==> src/rtl/gdd_pkg.sv <==
// Shared types, constants and calendar tables for the Gregorian day difference block.
`timescale 1ns / 1ps

package gdd_pkg;

    // Field widths
    localparam int YEAR_W  = 12;
    localparam int MONTH_W = 4;
    localparam int DAY_W   = 5;
    localparam int COUNT_W = 17;
    localparam int STAT_W  = 2;
    localparam int YOFF_W  = 8;

    // Valid year window
    localparam logic [YEAR_W-1:0] YEAR_MIN = 12'd1900;
    localparam logic [YEAR_W-1:0] YEAR_MAX = 12'd2100;
    localparam logic [YEAR_W-1:0] YEAR_C19 = 12'd1900;
    localparam logic [YEAR_W-1:0] YEAR_C21 = 12'd2100;

    localparam logic [MONTH_W-1:0] MONTH_JAN = 4'd1;
    localparam logic [MONTH_W-1:0] MONTH_FEB = 4'd2;
    localparam logic [MONTH_W-1:0] MONTH_DEC = 4'd12;

    // Status codes
    localparam logic [STAT_W-1:0] ST_OK      = 2'd0;
    localparam logic [STAT_W-1:0] ST_ORDER   = 2'd1;
    localparam logic [STAT_W-1:0] ST_INVALID = 2'd2;

    typedef struct packed {
        logic [YEAR_W-1:0]  start_year;
        logic [MONTH_W-1:0] start_month;
        logic [DAY_W-1:0]   start_day;
        logic [YEAR_W-1:0]  end_year;
        logic [MONTH_W-1:0] end_month;
        logic [DAY_W-1:0]   end_day;
    } t_req;

    typedef struct packed {
        logic [COUNT_W-1:0] day_count;
        logic [STAT_W-1:0]  status;
    } t_rsp;

    // Per-date result from the day number unit
    typedef struct packed {
        logic               ok;
        logic [COUNT_W-1:0] day_num;
    } t_date;

    // Length of a month; zero for codes that are not a month
    function automatic logic [DAY_W-1:0] month_len(input logic [MONTH_W-1:0] m,
                                                   input logic leap);
        logic [DAY_W-1:0] len;
        case (m)
            4'd1, 4'd3, 4'd5, 4'd7, 4'd8, 4'd10, 4'd12: len = 5'd31;
            4'd4, 4'd6, 4'd9, 4'd11:                    len = 5'd30;
            4'd2:                                       len = leap ? 5'd29 : 5'd28;
            default:                                    len = 5'd0;
        endcase
        return len;
    endfunction

    // Days in the year before the first of a month (non-leap)
    function automatic logic [8:0] days_before(input logic [MONTH_W-1:0] m);
        logic [8:0] n;
        case (m)
            4'd2:    n = 9'd31;
            4'd3:    n = 9'd59;
            4'd4:    n = 9'd90;
            4'd5:    n = 9'd120;
            4'd6:    n = 9'd151;
            4'd7:    n = 9'd181;
            4'd8:    n = 9'd212;
            4'd9:    n = 9'd243;
            4'd10:   n = 9'd273;
            4'd11:   n = 9'd304;
            4'd12:   n = 9'd334;
            default: n = 9'd0;
        endcase
        return n;
    endfunction

endpackage

==> src/rtl/gdd_day_num.sv <==
// Date check and day number (days counted from 1900-01-01) for one date.
`timescale 1ns / 1ps

module gdd_day_num (
    input  logic [gdd_pkg::YEAR_W-1:0]  i_year,
    input  logic [gdd_pkg::MONTH_W-1:0] i_month,
    input  logic [gdd_pkg::DAY_W-1:0]   i_day,
    output gdd_pkg::t_date              o_date
);

    logic [gdd_pkg::YEAR_W-1:0]  year_off;
    logic [gdd_pkg::YOFF_W-1:0]  yo;
    logic [gdd_pkg::YOFF_W:0]    yo_rnd;
    logic [gdd_pkg::YOFF_W-2:0]  leaps;
    logic                        leap;
    logic                        year_ok;
    logic                        month_ok;
    logic                        day_ok;
    logic [gdd_pkg::COUNT_W-1:0] year_days;

    // Offset the year into the valid window; out-of-window years are flagged below
    assign year_off = i_year - gdd_pkg::YEAR_MIN;
    assign yo       = year_off[gdd_pkg::YOFF_W-1:0];

    // Leap year inside the window: multiple of four, not one of the two plain centuries
    assign leap = (yo[1:0] == 2'd0) && (i_year != gdd_pkg::YEAR_C19)
                  && (i_year != gdd_pkg::YEAR_C21);

    // Leap days in the years before this one, counting from 1900 (itself not leap)
    assign yo_rnd = {1'b0, yo} + 9'd3;
    assign leaps  = yo_rnd[gdd_pkg::YOFF_W:2] - {6'd0, (yo != 8'd0)};

    assign year_days = {9'd0, yo} * 17'd365;

    // Validate year, month and day
    assign year_ok  = (i_year >= gdd_pkg::YEAR_MIN) && (i_year <= gdd_pkg::YEAR_MAX);
    assign month_ok = (i_month >= gdd_pkg::MONTH_JAN) && (i_month <= gdd_pkg::MONTH_DEC);
    assign day_ok   = (i_day != 5'd0) && (i_day <= gdd_pkg::month_len(i_month, leap));

    assign o_date.ok      = year_ok && month_ok && day_ok;
    assign o_date.day_num = year_days
                          + {10'd0, leaps}
                          + {8'd0, gdd_pkg::days_before(i_month)}
                          + {16'd0, (leap && (i_month > gdd_pkg::MONTH_FEB))}
                          + {12'd0, i_day};

endmodule

==> src/rtl/gregorian_date_difference.sv <==
// Top level: registered single-pass Gregorian day difference between two dates.
`timescale 1ns / 1ps
//
//  channel  | ports                      | handshake
//  ---------+----------------------------+--------------------------------------
//  request  | start, busy, i_req         | taken at an edge with start=1, busy=0
//  result   | o_done, o_rsp              | o_done high for one cycle, no stall
//
// One request per cycle; the result passes through the input register, then the
// day-number compare into the result register, which drives o_done and o_rsp.
// busy stays low: every stage advances each cycle and the receiver cannot stall.
// Synchronous active-low reset clears both valid flags; payload registers are not reset.

module gregorian_date_difference (
    input  logic            i_clk,
    input  logic            i_rst_n,
    input  logic            start,
    output logic            busy,
    input  gdd_pkg::t_req   i_req,
    output logic            o_done,
    output gdd_pkg::t_rsp   o_rsp
);

    logic          r_req_vld;
    gdd_pkg::t_req r_req;
    logic          r_done;
    gdd_pkg::t_rsp r_rsp;
    gdd_pkg::t_rsp n_rsp;
    gdd_pkg::t_date date_a;
    gdd_pkg::t_date date_b;

    assign busy = 1'b0;

    // Capture the request
    always_ff @(posedge i_clk) begin
        if (!i_rst_n) begin
            r_req_vld <= 1'b0;
        end else begin
            r_req_vld <= start && !busy;
        end
        r_req <= i_req;
    end

    // Day numbers of both dates
    gdd_day_num u_start_date (
        .i_year  (r_req.start_year),
        .i_month (r_req.start_month),
        .i_day   (r_req.start_day),
        .o_date  (date_a)
    );

    gdd_day_num u_end_date (
        .i_year  (r_req.end_year),
        .i_month (r_req.end_month),
        .i_day   (r_req.end_day),
        .o_date  (date_b)
    );

    // Pick status and count
    always_comb begin
        n_rsp = '0;
        if (!date_a.ok || !date_b.ok) begin
            n_rsp.status = gdd_pkg::ST_INVALID;
        end else if (date_a.day_num > date_b.day_num) begin
            n_rsp.status = gdd_pkg::ST_ORDER;
        end else begin
            n_rsp.status    = gdd_pkg::ST_OK;
            n_rsp.day_count = date_b.day_num - date_a.day_num;
        end
    end

    // Hold the result for one strobe cycle
    always_ff @(posedge i_clk) begin
        if (!i_rst_n) begin
            r_done <= 1'b0;
        end else begin
            r_done <= r_req_vld;
        end
        r_rsp <= n_rsp;
    end

    assign o_done = r_done;
    assign o_rsp  = r_rsp;

endmodule

==> config.mk <==
export PLATFORM = sky130hd
export DESIGN_NAME = gregorian_date_difference
export DESIGN_NICKNAME = d
export VERILOG_FILES = /design/src/rtl/gdd_pkg.sv /design/src/rtl/gdd_day_num.sv /design/src/rtl/gregorian_date_difference.sv
export SDC_FILE = /design/constraint.sdc
export NUM_CORES = 1
export LEC_CHECK = 0
export BUFFER_PORTS_ARGS = -buffer_cell sky130_fd_sc_hd__buf_2
export CAP_MARGIN = 20
export CORE_MARGIN = 2
export CORE_UTILIZATION = 45
export CTS_BUF_LIST = sky130_fd_sc_hd__clkbuf_4 sky130_fd_sc_hd__clkbuf_8
export DETAILED_ROUTE_END_ITERATION = 8
export GPL_TIMING_DRIVEN = 0
export SYNTH_ARGS = -nofsm -noshare
export SYNTH_HDL_FRONTEND = slang
export SYNTH_SLANG_ARGS = --single-unit
==> constraint.sdc <==
create_clock -name i_clk -period 9.4 [get_ports i_clk]
set_input_delay 2.82 -clock i_clk [delete_from_list [all_inputs] [get_ports i_clk]]
set_output_delay 2.82 -clock i_clk [all_outputs]
set_load 0.005 [all_outputs]
* After elaboration in Yosys (flattened, before gate mapping)
Memories as Yosys holds them, arrays and structs flattened. A register that Yosys moved wholly into a read port is not among the register bits.
Index checks and enable logic that the tools add are counted.
Widths: inputs -> output; s select.
** Cells by class
- Add/subtract/negate cells :: 15
- Multipliers :: 2
- Order comparisons :: 13
- Eq/ne operators :: 28
- Mux-type cells :: 5
- Reductions and logical operators :: 30
** Operator list (number)
- $eq 4x4->1 const B :: 10
- $add 17x1->17 :: 2
- $add 17x5->17 :: 2
- $add 17x7->17 :: 2
- $add 17x9->17 :: 2
- $mul 8x9->17 const B :: 2
- $eq 4x3->1 const B :: 8
- $pmux 5 s3 :: 2
- $ge 12x11->1 const B :: 2
- $le 12x12->1 const B :: 2
- $ne 12x11->1 const B :: 2
- $ne 12x12->1 const B :: 2
- $add 8x2->9 const B :: 2
- $gt 17x17->1 :: 1
- $sub 17x17->17 :: 1
- $eq 4x2->1 const B :: 4
- $logic_and 1x1->1 :: 16
- $reduce_bool 8->1 :: 2
- $sub 8x7->8 const B :: 2
- $reduce_or 7->1 :: 2
- $sub 7x1->7 :: 2
- $le 5x5->1 :: 2
- $reduce_bool 5->1 :: 2
- $eq 4x1->1 const B :: 2
- other kinds (9) :: 17
** Word-level totals
- Register bits :: 63
- Bits in read-only memories :: 288
- Bits of input ports :: 45
- Output and inout port bits :: 21
- Word-level logic and storage cells :: 105
- Memories :: 2
** Memories
- (name not given) :: depth 16, width 9, read ports 1, clocked after memory_dff 1, write ports 0, line gdd_pkg.sv:65 : case (m)
- (name not given) :: depth 16, width 9, read ports 1, clocked after memory_dff 1, write ports 0, line gdd_pkg.sv:65

* Depth between registers and ports, before layout
- Depth in word-level cells :: 12
- Gate-level depth with buffers :: 35
- Depth with buffers taken out :: 33

* Modules after synthesis
From an unflattened synthesis, not the netlist that was laid out.
** Unflattened totals
- Cell total of the unflattened synthesis :: 974
- Area, all modules :: 8857.2 um2
** Modules (own cells, without submodules)
- gdd_day_num (u_end_date) :: times used 1, cells each 381, area each 3289.4 um2, seq. area each 0.0 um2
- gdd_day_num (u_start_date) :: times used 1, cells each 366, area each 3259.4 um2, seq. area each 0.0 um2
- gregorian_date_difference :: times used 1, cells each 227, area each 2308.5 um2, seq. area each 1261.2 um2

* Worst setup path before layout
OpenSTA, ideal clock, no wires.
- Path kind :: flip-flop to flip-flop
- From :: reg r_req[12] (netlist bit)
- To :: reg r_rsp (netlist bit o_rsp[3])
- Library setup time :: 0.058 ns
- Arrival :: 7.311 ns
- Data required time :: 9.342 ns
- Setup slack :: 2.031 ns
- Cell stages (with the launch flop) :: 33
- Buffers on the path :: 1
- Clock period less this slack :: 7.369 ns
- Cells stage by stage :: dfxtp_1 > ha_1 > o21ai_0 > xor2_1 > ha_1 > nand2_1 > or4b_2 > ha_1 > ha_1 > nand3_1 > xor2_1 > fa_1 > inv_1 > fa_1 > inv_1 > fa_1 > inv_1 > ha_1 > nor2b_1 > o31a_1 > o211ai_1 > nand2_1 > a41oi_1 > nand2b_1 > xor2_1 > ha_1 > nand4_1 > o22a_1 > o211a_1 > o31a_1 > a211oi_4 > buf_6 > and2b_1
** Between the ends
- Longest elaborated chain between the ends :: 11
- Elaborated cells between the ends (all ways) :: 28
- Classes of those cells :: 8 x add/sub; 1 x mul; 4 x order compare; 2 x eq/ne; 2 x mux; 11 x reduce/logical
** RTL lines
- start, declared :: line gregorian_date_difference.sv:25 : gdd_pkg::t_req r_req;
- start signal, assigned :: line gregorian_date_difference.sv:41 : r_req <= i_req;
- parallel branches: the longest is 11 deep, another holds $mul 8x9->17
- end signal, assigned :: line gregorian_date_difference.sv:79 : r_rsp <= n_rsp;
- end, declared :: line gregorian_date_difference.sv:27 : gdd_pkg::t_rsp r_rsp;
Several ways; the timed one is not identified.
A chain may end at the register's enable or synchronous reset.

* Worst setup path in the final report
- From :: reg r_req[13] (netlist bit)
- To :: reg r_rsp (netlist bit o_rsp[3])
The elaborated chain is that of the path after synthesis.

==> summary by stage <==
Timing
The final number of max-transition violations is 0. The post-route setup TNS is 0 ns. The portion of the clock cycle consumed by the worst path in the final layout is 90.5%. The slew at the pin closest to its max-slew limit is 0.727 ns. The clock arrives with 0.0135 ns of skew.

The number of hold violations in the final report is 0. The post-route minimum period is roughly 8.5 ns. Setup violations remaining at the end of the flow were counted as 0. The upper clock frequency limit is 0.118 GHz. Setup repair after global routing left no endpoint under its margin. Headroom to the max-slew limit came out at 51.4%.

Synthesis
The sequential fraction of the synthesis area is 18.1%. The synthesized netlist devotes 11.1% of its cell area to compound gates. The area share of xor/xnor cells in the synthesized design is 6.75%. The mapped netlist covers 8950 sq um. The mux share of post-synthesis cell area is 2.38%. The synthesized design contains 0 enable-type register cells. Sorting the synthesized cells by area gives the leading types as sky130_fd_sc_hd__ha_1, sky130_fd_sc_hd__dfxtp_1, sky130_fd_sc_hd__fa_1, sky130_fd_sc_hd__inv_1, sky130_fd_sc_hd__xnor2_1. The number of nets produced by synthesis is ~1,300. After synthesis, the largest family of logic cells by area is adder cells. In this run the biggest area consumer among cell types represents 24.6% of the synthesized area.

After technology mapping, the gate count stands at 961. Counting flops with an async set or reset pin after synthesis yields a share of 0%. Of all cell types, the one taking the most synthesized area is sky130_fd_sc_hd__ha_1. The number of different library cells used by synthesis comes to 61. The synthesized-area fraction occupied by adder cells is around two fifths. Dividing the synthesized area by the synthesized cell count gives 9.32 sq um. The synthesized-area fraction occupied by and/or/nand/nor cells is about 11%.

During synthesis, Yosys emitted a total of 0 warnings. In this run, synthesis produced a sequential element count of 81. The top flip-flop cell by instance count after synthesis is sky130_fd_sc_hd__dfxtp_1.

Clock network
For this design, the CTS-stage hold fixing added 0 buffers. The buffer cell driving the clock tree root is sky130_fd_sc_hd__clkbuf_8. The clock latency on the worst-skew pair is roughly 0.37 ns. The number of buffers on the longest clock path is 2.

The post-CTS setup repair buffer count is 0. The clock-pin slew of the registers on the worst-case setup and hold paths is 0.09 ns. The depth of the CTS H-tree is 3. The clock tree from TritonCTS is done. The number of cells upsized or downsized after cts is 0. The count of clock tree sinks is 81. The number of clock buffers inserted by TritonCTS is 9.

Job
The count of max-cap constraint violations is 0.

Routing
Summing over every cut layer, the via total after detailed routing is 6,392. The count of routing violations after the opening detailed-route iteration is 202. The final layout contains routed wiring with a total length of 17.7 mm. The first TritonRoute pass finished after 4 iterations. After detailed routing, the number of vias per cell comes to 4.89. The per-cell routed wire length is 13.6 microns. In the routed design, unresolved DRC markers number 0. The number of nets with antenna violations after routing is 0.

Global route
The number of antenna violations at the first check in global routing was 0. The sum of overflow across all layers after global routing is 0. For this run, global-route usage on met2 was measured as 26.9%.

The global-route total usage across every layer is 17.6%. The fraction of met3 tracks used by global routing is ~2.7%. The via count of the first global-routing pass is between 6,000 and 7,000. The first global-routing pass estimated about 30 mm of wire. Global routing consumed, on the met1 layer, 25.6% of the routing resources.

Entering global routing, the biggest net connects 16 pins. The layer with the highest usage is met2.

Status
The flow ran to the end, and the final reports show no timing, DRC or antenna violations.

Die
The die is 145 microns wide. The die area is 21,000 sq um. For this configuration, the core starts out at a cell density of 46.0%. The area of the core region is ~20,000 sq um.

The number of top-level pins is 66. The height of the chip is 145 microns. The number of placement rows is 51.

Setup path
At the worst endpoint, the arrival time is 8.82 ns. At the worst endpoint, the required time is 9.71 ns. Counting stages on the worst path, the most repeated cell is sky130_fd_sc_hd__ha_1. For this run, the slowest stage of the critical path takes just over 0.6 ns. The largest individual stage delay along the critical path comes from the cell sky130_fd_sc_hd__or4b_2. The number of cells on the worst reg-to-reg path is 32.

The critical setup path kind is reg2reg. The type of element capturing the critical path is a flop. The nature of the critical path startpoint is a flop. Along the worst path, the maximum fanout reaches 10.

Cells and area
In the final layout, the share of cells above drive strength 1 is 9.99%. The library cell used most frequently in the layout, excluding fill and tap cells, is sky130_fd_sc_hd__inv_1. The antenna diode count is 0. The area added between synthesis and finish is 9.31%. The number of inserted filler cells in the final layout is between 1,500 and 2,000. In the layout the commonest cells are sky130_fd_sc_hd__inv_1, sky130_fd_sc_hd__ha_1, sky130_fd_sc_hd__dfxtp_1. The number of nets at the end of the flow is roughly 1,300.

Worst hold path
In this run the worst hold path is classified as reg2reg. Counting instances, the worst hold path has a depth of 1.

Placed design
The placed wire-length estimate is 15.0 mm. The congestion estimate from routability-driven global placement came to 0.890. Buffers placed on the I/O ports in this run total between 60 and 70.
worst max-delay path, delay by kind of cell, from the launching register on:
| family | cells | cell delay [ns] |
|---|---|---|
| compound gates | 8 | 2.21 |
| buf+inv | 5 | 0.69 |
| fa+ha+maj | 8 | 2.85 |
| simple gates | 8 | 1.50 |
| flops | 1 | 0.35 |
| xor+xnor | 3 | 0.82 |
final cells by class:
type	instances	area [sq um]	area share, %
multi-input cells	685	6590	67.3
flip-flops and latches	81	1620	16.6
inverters	183	687	7.02
well taps	265	332	3.39
repair buffers	64	320	3.27
clock buffers	10	131	1.34
plain buffers	12	60.1	0.614
clock inverters	6	50.0	0.511
final timing paths:
kind,from,endpoint,slack [ns]
worst min register to register,r_req_vld,o_done,0.44
worst min-delay path,r_req_vld,o_done,0.44
worst max-delay path,r_req[13],o_rsp[3],0.89
worst max register to register,r_req[13],o_rsp[3],0.89
Yosys cell counts, drive strengths merged (7+ instances only):
cell type,number
inv,183
ha,176
dfxtp,81
fa,77
xnor2,46
a21oi,43
o21ai,39
nand2,37
nor2,33
xor2,23
nand3,20
nand2b,16
nor3,14
and2,13
nor2b,13
mux2i,10
o21a,10
a21o,8
nor4,8
o311ai,7
layer usage:
| metal | vias to the layer above | wire length [microns] |
|---|---|---|
| li1 | 3343 | - |
| met1 | 2931 | 9490 |
| met2 | 94 | 7300 |
| met3 | 24 | 492 |
| met4 | 0 | 428 |
| met5 | - | 0 |
logic make-up after synthesis:
group | count (synthesis)
xor gates and xnor gates | 69
AOI/OAI and AO/OA | 154
and+or+nand+nor | 190
buffers and inverters | 195
other | 1
adders and majority gates | 253
muxes | 18
DFF | 81
per-stage QoR:
stage	hold WS (ns)	std cells	area, sq um	setup WS [ns]	utilization [%]
3_5_place_dp	0.423	1290	9610	0.942	49.4
2_1_floorplan	0.412	961	8950	2.03	-
5_1_grt	0.447	1306	9790	0.390	50.3
4_1_cts	0.442	1306	9790	0.905	50.3
6_report	0.438	1306	9790	0.892	50.3
3_3_place_gp	0.418	1290	9610	0.963	49.4
Power is left out: the tool's default activity adds up to more than one toggle a clock period on the data nets, which glitch-free logic cannot reach.
